<file path="config.mk">
export PLATFORM = sky130hd
export DESIGN_NAME = gpp_ctrl
export DESIGN_NICKNAME = d
export VERILOG_FILES = /design/src/gpp_pkg.sv /design/src/gpp_ctrl.sv
export SDC_FILE = /design/constraint.sdc
export NUM_CORES = 1
export LEC_CHECK = 0
export ABC_AREA = 1
export BUFFER_PORTS_ARGS = -buffer_cell sky130_fd_sc_hd__buf_2
export CAP_MARGIN = 20
export CORE_MARGIN = 3
export CORE_UTILIZATION = 45
export CTS_CLUSTER_SIZE = 30
export DETAILED_ROUTE_END_ITERATION = 6
export GPL_ROUTABILITY_DRIVEN = 0
export PLACE_DENSITY = 0.77
export SLEW_MARGIN = 20
export SYNTH_ARGS = -nofsm -noshare
export SYNTH_HDL_FRONTEND = slang
export SYNTH_SLANG_ARGS = --single-unit
</file>
<file path="constraint.sdc">
create_clock -name i_clk -period 1.4 [get_ports i_clk]
set_clock_uncertainty 0.05 [all_clocks]
set_input_delay 0.07 -clock i_clk [delete_from_list [all_inputs] [get_ports i_clk]]
set_output_delay 0.07 -clock i_clk [all_outputs]
set_load 0.02 [all_outputs]
</file>
<file path="src/gpp_pkg.sv">
// ============================================================================
// gpp_pkg
// Shared types and constants of the price path step generator.
// ============================================================================
package gpp_pkg;

    localparam int PRICE_W    = 40;
    localparam int TIME_W     = 32;
    localparam int STEP_W     = 16;
    localparam int VOL_W      = 18;
    localparam int RATE_W     = 20;
    localparam int SAMPLE_W   = 16;
    localparam int CFG_IDX_W  = 3;
    localparam int CFG_DATA_W = 40;

    localparam logic [PRICE_W-1:0] PRICE_MAX = {PRICE_W{1'b1}};
    localparam logic [30:0] LOG2E_Q30 = 31'd1549082005;
    localparam logic [29:0] LN2_Q30   = 30'd744261118;
    localparam logic [30:0] Q30_ONE   = 31'd1073741824;
    localparam logic signed [37:0] EXP_LIM = 38'sd4194304;

    localparam logic [CFG_IDX_W-1:0] REG_START_PRICE = 3'd0;
    localparam logic [CFG_IDX_W-1:0] REG_START_TIME  = 3'd1;
    localparam logic [CFG_IDX_W-1:0] REG_END_TIME    = 3'd2;
    localparam logic [CFG_IDX_W-1:0] REG_STEP_COUNT  = 3'd3;
    localparam logic [CFG_IDX_W-1:0] REG_VOLATILITY  = 3'd4;
    localparam logic [CFG_IDX_W-1:0] REG_DRIFT_RATE  = 3'd5;
    localparam logic [CFG_IDX_W-1:0] REG_RISK_FREE   = 3'd6;
    localparam logic [CFG_IDX_W-1:0] REG_NEUTRAL     = 3'd7;

    typedef enum logic [4:0] {
        ST_IDLE, ST_START, ST_DIV, ST_T1, ST_SQRT, ST_T2, ST_EMIT0,
        ST_X, ST_Y, ST_G, ST_TG, ST_REC, ST_COR, ST_MH, ST_ML, ST_SC, ST_EMIT
    } t_state;

    typedef enum logic [4:0] {
        OP_NOP, OP_LOAD, OP_START, OP_DIV, OP_T1, OP_SQRT, OP_T2, OP_EMIT0,
        OP_X, OP_Y, OP_G, OP_TG, OP_REC, OP_COR, OP_MH, OP_ML, OP_SC, OP_EMIT
    } t_op;

    typedef struct packed {
        t_op        op;
        logic [3:0] iter;
    } t_cmd;

    typedef struct packed {
        logic idx_zero;
        logic out_free;
    } t_sts;

    // floor(2^31 / k) for the series divisor k.
    function automatic logic [31:0] recip(input logic [3:0] k);
        logic [31:0] r;
        case (k)
            4'd1:    r = 32'd2147483648;
            4'd2:    r = 32'd1073741824;
            4'd3:    r = 32'd715827882;
            4'd4:    r = 32'd536870912;
            4'd5:    r = 32'd429496729;
            4'd6:    r = 32'd357913941;
            4'd7:    r = 32'd306783378;
            4'd8:    r = 32'd268435456;
            4'd9:    r = 32'd238609294;
            4'd10:   r = 32'd214748364;
            4'd11:   r = 32'd195225786;
            4'd12:   r = 32'd178956970;
            4'd13:   r = 32'd165191049;
            4'd14:   r = 32'd153391689;
            default: r = 32'd0;
        endcase
        return r;
    endfunction

endpackage

</file>
<file path="src/gpp_ctrl.sv">
// ============================================================================
// gpp_ctrl
// Sequencer that steps the datapath through path setup and one price step.
// ============================================================================
module gpp_ctrl import gpp_pkg::*; (
    input  logic i_clk,
    input  logic i_rst_n,
    input  logic i_in_valid,
    input  t_sts i_sts,
    output logic o_in_ready,
    output t_cmd o_cmd
);

    t_state     r_state, n_state;
    logic [5:0] r_cnt, n_cnt;

    always_ff @(posedge i_clk) begin
        if (!i_rst_n) begin
            r_state <= ST_IDLE;
            r_cnt   <= 6'd0;
        end else begin
            r_state <= n_state;
            r_cnt   <= n_cnt;
        end
    end

    always_comb begin
        n_state = r_state;
        n_cnt   = r_cnt;
        case (r_state)
            ST_IDLE: begin
                if (i_in_valid) begin
                    n_state = i_sts.idx_zero ? ST_START : ST_X;
                end
            end
            ST_START: begin
                n_state = ST_DIV;
                n_cnt   = 6'd0;
            end
            ST_DIV: begin
                if (r_cnt == 6'd31) begin
                    n_state = ST_T1;
                end else begin
                    n_cnt = r_cnt + 6'd1;
                end
            end
            ST_T1: begin
                n_state = ST_SQRT;
                n_cnt   = 6'd0;
            end
            ST_SQRT: begin
                if (r_cnt == 6'd23) begin
                    n_state = ST_T2;
                end else begin
                    n_cnt = r_cnt + 6'd1;
                end
            end
            ST_T2:    n_state = ST_EMIT0;
            ST_EMIT0: begin
                if (i_sts.out_free) begin
                    n_state = ST_X;
                end
            end
            ST_X:     n_state = ST_Y;
            ST_Y:     n_state = ST_G;
            ST_G: begin
                n_state = ST_TG;
                n_cnt   = 6'd1;
            end
            ST_TG:    n_state = ST_REC;
            ST_REC:   n_state = ST_COR;
            ST_COR: begin
                if (r_cnt == 6'd14) begin
                    n_state = ST_MH;
                end else begin
                    n_state = ST_TG;
                    n_cnt   = r_cnt + 6'd1;
                end
            end
            ST_MH:    n_state = ST_ML;
            ST_ML:    n_state = ST_SC;
            ST_SC:    n_state = ST_EMIT;
            ST_EMIT: begin
                if (i_sts.out_free) begin
                    n_state = ST_IDLE;
                end
            end
            default:  n_state = ST_IDLE;
        endcase
    end

    always_comb begin
        o_in_ready = 1'b0;
        o_cmd.op   = OP_NOP;
        o_cmd.iter = r_cnt[3:0];
        case (r_state)
            ST_IDLE: begin
                o_in_ready = i_rst_n;
                if (i_in_valid && i_rst_n) begin
                    o_cmd.op = OP_LOAD;
                end
            end
            ST_START: o_cmd.op = OP_START;
            ST_DIV:   o_cmd.op = OP_DIV;
            ST_T1:    o_cmd.op = OP_T1;
            ST_SQRT:  o_cmd.op = OP_SQRT;
            ST_T2:    o_cmd.op = OP_T2;
            ST_EMIT0: o_cmd.op = i_sts.out_free ? OP_EMIT0 : OP_NOP;
            ST_X:     o_cmd.op = OP_X;
            ST_Y:     o_cmd.op = OP_Y;
            ST_G:     o_cmd.op = OP_G;
            ST_TG:    o_cmd.op = OP_TG;
            ST_REC:   o_cmd.op = OP_REC;
            ST_COR:   o_cmd.op = OP_COR;
            ST_MH:    o_cmd.op = OP_MH;
            ST_ML:    o_cmd.op = OP_ML;
            ST_SC:    o_cmd.op = OP_SC;
            ST_EMIT:  o_cmd.op = i_sts.out_free ? OP_EMIT : OP_NOP;
            default:  o_cmd.op = OP_NOP;
        endcase
    end

endmodule

</file>
==> metrics.yaml, run 1 <==
worst_setup_path:
  crit_arrival_ns: 1.63
  worstPathRequired_ns: 1.28
  setup.worst_path.start_class: "flop"
  crit_path_end_kind: "output pin"
  setup.worst_path.class: "flop to output pin"
  worstPathMaxFanout: 7
grt:
  grt_pass1_vias: 1290
  antenna_found_initial: 0
  grtUsageTotal: 0.2674
  grt_max_degree: 12
  grt-ovfl-total: 0
  grt_pass1_wl_um: 5664
sta:
  fin_ws_ns: -0.3451
  worst_slew_pin_slew_ns: 0.2636
  maxSlewHeadroom: 0.8229
  maxSlewViolCount: 0
  timing.setup.tns_ns: -3.199
  grt_setup_unrepaired: "yes"
  max_freq_mhz: 573.0
  report.final.setup_viol: 16
  fin_crit_sh: 1.247
  finalHoldViolCount: 0
  period_minus_slack_ns: 1.745
layout:
  multi_input_comb_area_um2: 883.3
  fin_nets: 237
  stdcell_area_um2: 1657
  fill_cells: 161
  n_antenna_cell: 0
  register_area_um2: 247.7
  drive_gt1_frac: 0.4760
  area_delta_synth_final_pct: 54.49
cts:
  path_clk_slew_ns: 0.08
  cts_root_buf: "clkbuf_4"
  clk_latency_ns: 0.26
  cts.path.max_buffers: 2
  cts_tree: "done"
  numCtsBuffers: 3
  cts_max_level: 1
  cts.sinks: 11
status:
  outcome: "complete, but fails checks"
  violations: "setup timing"
detailed_routing:
  wl_per_cell_um: 14.85
  vias: 1404
  drc_errors: 0
  drt_iter0_drc: 54
  finalWirelength_um: 3816
  first_pass_iters: 4
  via_per_inst: 5.463
  ant_nets: 0
yosys:
  synth_compound_area_frac: 0.07118
  async_reset_ff_frac: 0
  yosys.area_share.simple: 0.5578
  synth_area_leader_cell: "dfxtp_1"
  yosys_warnings: 0
  synth-xor-area-share: 0.02450
  synthAdderAreaFrac: 0.02334
  synth_edf_count: 0
  synth_ff_type: "dfxtp_1"
  ys_seq_elements: 11
  netlist_instances: 183
  synth_mux_area_frac: 0
  netlist_top_cells_area: "dfxtp_1 (21%), nand2_1 (15%), nor2_1 (11%)"
  synth_top_area_frac: 0.2054
  netlist_area_um2: 1072
  synthTopCellsByCount: "nand2_1 (44), nor2_1 (31), nand3_1 (23)"
  synth_most_common_cell: "nand2_1"
  synth_top_family_by_area: "simple AND/OR/NAND/NOR gates"
  syn-num-nets: 190
  synth.distinct_cells: 23
  avgSynthCellArea_um2: 5.859
  seq_area_frac_synth: 0.2054
floorplanning:
  core_region_area_um2: 2233
  rows: 17
  die_x_um: 54.82
  initial_utilization: 0.4801
  ioPinCount: 15
  die_y_um: 54.82
  die_area_um2: 3005
pwr:
  pwr-share-seq: 0.219
  combinationalPowerShare: 0.685
  clock_power_share: 0.096
  p_sw_frac: 0.5005
  p_int_mw: 1.157
  vdd_drop_max_mv: 0.7993
  p_switching_mw: 1.159
  power.density_nw_per_um2: 1398
  power.total_mw: 2.317
  leakagePower_nw: 0.8369
placement:
  dp_hpwl_um: 2445
  pre_cts_ws_ns: -0.1821
  port_buffers: 14
  dpl_cell_area_um2: 1306
min_path:
  hp-class: "primary input to flop"
job:
  cap_violations: 0
[cell families after synthesis]
kind of cell | Yosys count
AOI/OAI and AO/OA | 14
DFF | 11
xor gates and xnor gates | 3
buffers and inverters | 29
and+or+nand+nor | 124
adders and majority gates | 2
[worst paths after layout]
path              depth (start not counted)  startpoint    endpoint  slack, ns
hold / removal                            3     i_rst_n    r_cnt[5]      0.006
setup / recovery                          6  r_state[1]    o_cmd[4]      -0.35
setup reg to reg                          9  r_state[1]  r_state[2]      -0.26
hold reg to reg                           2    r_cnt[4]    r_cnt[4]       0.46
[per-layer routing]
| layer | part of all wire | vias to the layer above | GRT usage |
|---|---|---|---|
| li1 | - | 673 | - |
| met1 | 0.36 | 644 | 0.2630 |
| met2 | 0.54 | 65 | 0.5217 |
| met3 | 0.053 | 22 | 0.03815 |
| met4 | 0.052 | 0 | 0.1452 |
| met5 | 0 | - | 0 |
[sequential cells by signal (all words and copies together) (netlist names)]
signal   cells
r_cnt        6
r_state      5
[layout by cell type, fill, tap and decap left out, drive strengths merged]
cell type / instances
nand2: 50
buf: 46
nor2: 41
nand3: 27
inv: 23
dfxtp: 11
a21oi: 8
clkbuf: 4
nand4: 3
o21ai: 3
o211ai: 2
or2: 2
xor2: 2
dlygate4sd3: 2
ha: 2
o22ai: 1
nor3: 1
xnor2: 1
[worst max-delay path, stage by stage, from the launching register on]
cell	delay, ns
dfxtp_4	0.38
nor2_4	0.25
nand3_2	0.19
nand2_1	0.15
nor2_2	0.06
o211ai_1	0.14
buf_4	0.19
[through the flow]
stage / hold slack, ns / instances / util
after CTS: 0.001090 / 251 / 0.6812
after global routing: 0.01061 / 257 / 0.7417
after detailed placement: 0.2757 / 239 / 0.5849
final: 0.005874 / 257 / 0.7417
after floorplan: 0.1135 / 183 / -
after global placement: 0.2687 / 239 / 0.5849
[layout make-up]
| type | count | share of cell area |
|---|---|---|
| clock buffer | 4 | 0.01586 |
| inverter | 23 | 0.05514 |
| multi-input combinational | 143 | 0.5332 |
| sequential | 11 | 0.1495 |
| tap | 28 | 0.02115 |
| timing repair buffer | 48 | 0.2251 |
[power groups by stage]
stage | clock (mW) | combinational [mW] | sequential [mW]
final | 0.222 | 1.59 | 0.508
after global routing | 0.255 | 1.72 | 0.512
after CTS | 0.223 | 1.37 | 0.502
after detailed placement | 0 | 1.22 | 0.473
after global placement | 0 | 1.19 | 0.468
after floorplan | 0 | 0.912 | 0.448
[repair_timing]
action | 4_1_cts | 5_1_grt
endpoints found under the hold margin | 1 | 0
buffers inserted | 6 | 6
endpoints found under the setup margin | 16 | 16
gates cloned | 0 | 0
hold buffers | 2 | 0
gates resized for setup | 42 | 23
pin swaps | 9 | 10
(Power assumes the default switching activity.)
==> run 2, diff against run 1 <==
- CORE_UTILIZATION: 45 -> 39
- PLACE_DENSITY: 0.77 -> 0.69
==> run 2 against run 1 <==
Against the previous run: the run ends with hold timing, setup timing left; critical path depth is the same; die area grew 14%; via count shrank 3.0%; sequential share of layout area is 0.42 points lower; total power rose by 3.3%; utilization shrank 8.2 points; combinational power up 6%; hold slack lost 0.0090 ns; critical path type unchanged; largest cell class unchanged; highest routed layer unchanged.
==> metrics.yaml, run 2 (synthesis results as in run 1) <==
worst_setup_path:
  r2r_cells: 10  # +1
  cp-startpoint: "r_state[0]"
  r2r-end: "r_cnt[2]"
  setup.worst_path.end: "o_cmd[4]"
  setup.worst_path.class: "flop to output pin"
  crit_arrival_ns: 1.63  # about the same
  setup.worst_path.start_class: "flop"
  crit_path_end_kind: "output pin"
  rrSetupSlack_ns: -0.24  # +0.02 ns
  worstPathMaxFanout: 7  # unchanged
  worstPathRequired_ns: 1.28  # about the same
  r2r-start: "r_state[0]"
placement:
  port_buffers: 14  # unchanged
  dp_cells: 241  # +0.84%
  dp_hpwl_um: 2179  # -11%
  dpl_cell_area_um2: 1309  # +0.19%
detailed_routing:
  vias: 1362  # -3.0%
  wl_per_cell_um: 14.00  # -5.7%
  first_pass_iters: 4  # unchanged
  finalWirelength_um: 3681  # -3.5%
  drc_errors: 0  # unchanged
  via_per_inst: 5.179  # -5.2%
  ant_nets: 0  # unchanged
  drt_iter0_drc: 66  # +22%
sta:
  fin_ws_ns: -0.3494  # -0.004292 ns
  finalHoldViolCount: 1  # +1
  maxSlewHeadroom: 0.8173  # -0.005598
  report.final.setup_viol: 16  # unchanged
  max_freq_mhz: 571.6  # -0.25%
  maxSlewViolCount: 0  # unchanged
  hold_slack_ns: -0.003149  # -0.009022 ns
  fin_crit_sh: 1.250  # +0.003066
  period_minus_slack_ns: 1.749  # +0.004292 ns
  grt_setup_unrepaired: "yes"
  worst_slew_pin_slew_ns: 0.2719  # +0.008334 ns
grt:
  grt_pass1_wl_um: 5402  # -4.6%
  grt-ovfl-total: 0  # unchanged
  antenna_found_initial: 0  # unchanged
  grtUsageTotal: 0.2070  # -0.06043
  grt_pass1_vias: 1281  # -0.70%
  grt_max_degree: 12  # unchanged
layout:
  fin_nets: 241  # +1.7%
  n_antenna_cell: 0  # unchanged
  layout_commonest_cell: "buf_4"
  stdcell_area_um2: 1679  # +1.4%
  fill_cells: 239  # +48%
  drive_gt1_frac: 0.4979  # +0.02187
  layout_common_cells: "buf_4 (36), nand2_1 (34), nor2_1 (25)"
  fin_cells: 263  # +2.3%
  largest_registers: "r_cnt (6), r_state (5)"
  largest_reg_flops: 6  # unchanged
  max_flop_register: "r_cnt"
  area_delta_synth_final_pct: 56.59
cts:
  clk_latency_ns: 0.26  # about the same
  cts.path.max_buffers: 2  # unchanged
  cts_max_level: 1  # unchanged
  numCtsBuffers: 3  # unchanged
  path_clk_slew_ns: 0.07  # about the same
  cts.sinks: 11  # unchanged
  cts_root_buf: "clkbuf_4"
  cts_tree: "done"
floorplanning:
  die_area_um2: 3415  # +14%
  die_x_um: 58.44  # +6.6%
  rows: 18  # +1
  initial_utilization: 0.4213  # -0.05877
  core_region_area_um2: 2545  # +14%
  die_y_um: 58.44  # +6.6%
  ioPinCount: 15  # unchanged
pwr:
  power.total_mw: 2.392  # +3.3%
  power.density_nw_per_um2: 1425  # +1.9%
  vdd_drop_max_mv: 0.9963  # +25%
  leakagePower_nw: 0.8340  # -0.34%
status:
  outcome: "complete, but fails checks"
  violations: "hold timing, setup timing"
job:
  cap_violations: 0  # unchanged
min_path:
  min_from: "i_rst_n"
  hp-class: "primary input to flop"
==> run 2: report_power, final <==
group          switching, mW  leakage (nW)  total, mW  internal, mW
Sequential             0.106        0.0944      0.496         0.390
Clock                  0.109        0.0150      0.219         0.110
Combinational          0.949         0.725       1.68         0.728
Total                   1.16         0.834       2.39          1.23
==> run 2: through the flow <==
stage / setup TNS, ns / setup WS [ns] / util
floorplan: 0 / 0.009762 / -
global placement: -1.111 / -0.1342 / 0.5143
detailed placement: -1.050 / -0.1291 / 0.5143
CTS: -1.582 / -0.2042 / 0.6121
global route: -4.426 / -0.3866 / 0.6598
finish: -3.364 / -0.3494 / 0.6598
==> run 2: area by class of cell <==
class                   count  area, um2  share of cell area
multi-input cells         143      885.9              0.5276
repair buffers             52      394.1              0.2347
flip-flops and latches     11      244.0              0.1453
inverters                  23      91.34             0.05440
well taps                  30      37.54             0.02235
clock buffers               4      26.28             0.01565
==> run 2: critical path, cell delays in order, from the launching register on <==
cell and delay [ns]:
dfxtp_4 0.38, nor2_4 0.26, nand3_2 0.20, nor2_4 0.15, a21oi_1 0.09, o211ai_1 0.10
buf_4 0.18
==> run 2: how the worst min path moves through the flow <==
stage / endpoint / slack, ns / cells past startpoint
6_report: r_state[3] / -0.003 / 3
5_1_grt: r_state[3] / 0.005 / 3
4_1_cts: r_state[3] / 0.004 / 3
3_5_place_dp: r_state[3] / 0.29 / 3
3_3_place_gp: r_state[3] / 0.27 / 3
2_1_floorplan: r_state[3] / 0.11 / 2
==> run 2: repair_timing <==
item / CTS / global route
hold buffers: 0 / 0
pin swaps: 8 / 16
gates cloned: 0 / 0
endpoints found under the setup margin: 16 / 16
setup buffers: 14 / 5
gates resized for setup: 40 / 24
==> run 2: per-layer routing <==
metal,share of wire,vias up,GRT usage
li1,-,682,-
met1,0.41,607,0.2358
met2,0.50,57,0.3620
met3,0.052,16,0.02851
met4,0.033,0,0.1258
met5,0,-,0
==> run 3, diff against run 2 <==
- BUFFER_PORTS_ARGS: -buffer_cell sky130_fd_sc_hd__buf_2 -> -buffer_cell sky130_fd_sc_hd__clkbuf_2
==> run 3 against run 2 <==
Against the previous run: the flow finishes with violations (setup timing); register-to-register slack better by 0.08 ns; cell count is 1.1% lower; wire length is 4.7% higher; fmax is 4.5% higher; sequential share of layout area is 0.22 points lower; final area is 2.1% higher; via count is 0.66% higher; clock power is 5% higher; critical endpoint is now o_cmd[5].
==> metrics.yaml, run 3 (synthesis results as in run 1) <==
cts:
  cts_max_level: 1  # unchanged
  numCtsBuffers: 3  # unchanged
  holdBufCountCts: 0  # unchanged
  path_clk_slew_ns: 0.08  # about the same
  cts_tree: "done"
  cts.path.max_buffers: 2  # unchanged
  cts.sinks: 11  # unchanged
  clk_latency_ns: 0.28  # +0.02 ns
  cts_root_buf: "clkbuf_4"
worst_setup_path:
  setup.worst_path.class: "flop to output pin"
  crit_arrival_ns: 1.55  # -0.08 ns
  worstPathRequired_ns: 1.28  # about the same
  crit_path_end_kind: "output pin"
  rrSetupSlack_ns: -0.16  # +0.08 ns
  setup.worst_path.start_class: "flop"
  worstPathMaxFanout: 5  # -2
placement:
  port_buffers: 14  # unchanged
  dp_hpwl_um: 2259  # +3.7%
  dpl_cell_area_um2: 1309  # unchanged
layout:
  max_flop_register: "r_cnt"
  area_delta_synth_final_pct: 59.86
  fin_nets: 238  # -1.2%
  stdcell_area_um2: 1714  # +2.1%
  drive_gt1_frac: 0.5130  # +0.01519
  n_antenna_cell: 0  # unchanged
  largest_registers: "r_cnt (6), r_state (5)"
  utilization: 0.6736  # +0.01377
  largest_reg_flops: 6  # unchanged
  layout_commonest_cell: "nand2_1"
  fill_cells: 215  # -10%
  layout_common_cells: "nand2_1 (33), buf_4 (31), nor2_1 (24)"
detailed_routing:
  wl_per_cell_um: 14.83  # +5.9%
  finalWirelength_um: 3855  # +4.7%
  first_pass_iters: 4  # unchanged
  drc_errors: 0  # unchanged
  drt_iter0_drc: 45  # -32%
  via_per_inst: 5.273  # +1.8%
  ant_nets: 0  # unchanged
  vias: 1371  # +0.66%
sta:
  finalHoldViolCount: 0  # -1
  fin_ws_ns: -0.2737  # +0.07576 ns
  worst_slew_pin_slew_ns: 0.2344  # -0.03752 ns
  grt_setup_unrepaired: "yes"
  maxSlewHeadroom: 0.8433  # +0.02604
  period_minus_slack_ns: 1.674  # -0.07576 ns
  report.final.setup_viol: 16  # unchanged
  maxSlewViolCount: 0  # unchanged
  fin_crit_sh: 1.195  # -0.05411
  max_freq_mhz: 597.5  # +4.5%
floorplanning:
  die_x_um: 58.44  # unchanged
  die_area_um2: 3415  # unchanged
  initial_utilization: 0.4213  # unchanged
  rows: 18  # unchanged
  die_y_um: 58.44  # unchanged
  ioPinCount: 15  # unchanged
  core_region_area_um2: 2545  # unchanged
grt:
  grt-ovfl-total: 0  # unchanged
  antenna_found_initial: 0  # unchanged
  grtUsageTotal: 0.2151  # +0.008107
  grt_pass1_vias: 1332  # +4.0%
  grt_max_degree: 12  # unchanged
  grt_pass1_wl_um: 5678  # +5.1%
min_path:
  hp-class: "primary input to flop"
status:
  violations: "setup timing"
  outcome: "complete, but fails checks"
pwr:
  leakagePower_nw: 0.8534  # +2.3%
  vdd_drop_max_mv: 0.9951  # -0.12%
  power.density_nw_per_um2: 1480  # +3.9%
job:
  cap_violations: 0  # unchanged
[run 3: changes by cell type in the layout (fill, tap and decap cells not counted), moves of 2 or more]
cell / delta
buf_4: -5
nand3_4: +3
inv_4: -2
buf_2: -9
clkbuf_2: +8
nand3_2: -3
[run 3: cell type report]
type / instances / area, um2 / share of cell area
inverters: 23 / 91.34 / 0.05328
repair buffers: 49 / 397.9 / 0.2321
flip-flops and latches: 11 / 245.2 / 0.1431
well taps: 30 / 37.54 / 0.02190
clock buffers: 4 / 26.28 / 0.01533
multi-input cells: 143 / 915.9 / 0.5343
[run 3: worst max-delay path, stage by stage (launching register included)]
cell and delay [ns]:
dfxtp_4 0.37, inv_2 0.09, nor2_4 0.06, buf_4 0.14
nand2_1 0.06, nand2_1 0.08, a21oi_2 0.22, nand2_1 0.11
buf_6 0.14
[run 3: final timing paths]
kind	from	to	depth (start not counted)
worst max register to register	r_state[1]	r_cnt[4]	11
worst min register to register	r_cnt[4]	r_cnt[4]	2
worst max-delay path	r_state[1]	o_cmd[5]	8
worst min-delay path	i_rst_n	r_state[3]	3
[run 3: timing repair]
action | in CTS | in global routing
setup buffers | 10 | 6
setup endpoints to repair | 16 | 16
hold endpoints to repair | 0 | 0
pin swaps | 17 | 17
resized for setup | 42 | 40
[run 3: layer usage]
| layer | routed length [um] | vias up | GRT usage |
|---|---|---|---|
| li1 | - | 670 | - |
| met3 | 237 | 19 | 0.03289 |
| met1 | 1462 | 617 | 0.2304 |
| met2 | 1973 | 65 | 0.3812 |
| met4 | 181 | 0 | 0.1523 |
| met5 | 0 | - | 0 |
[run 3: power by group]
part           internal [mW]  switching [mW]
clock network          0.111           0.118
logic                  0.809           0.994
registers              0.395           0.111
[run 3: per-stage QoR]
step / std cells / setup slack (ns) / total power, mW / setup TNS, ns / hold slack (ns)
after global placement: 241 / -0.1534 / 1.693 / -1.395 / 0.2862
after detailed placement: 241 / -0.1581 / 1.701 / -1.635 / 0.3034
after floorplan: 183 / 0.009762 / 1.359 / 0 / 0.1135
final: 260 / -0.2737 / 2.537 / -2.327 / 0.005182
after CTS: 255 / -0.2192 / 2.281 / -1.914 / 0.006875
after global routing: 260 / -0.3362 / 2.689 / -3.384 / 0.01491
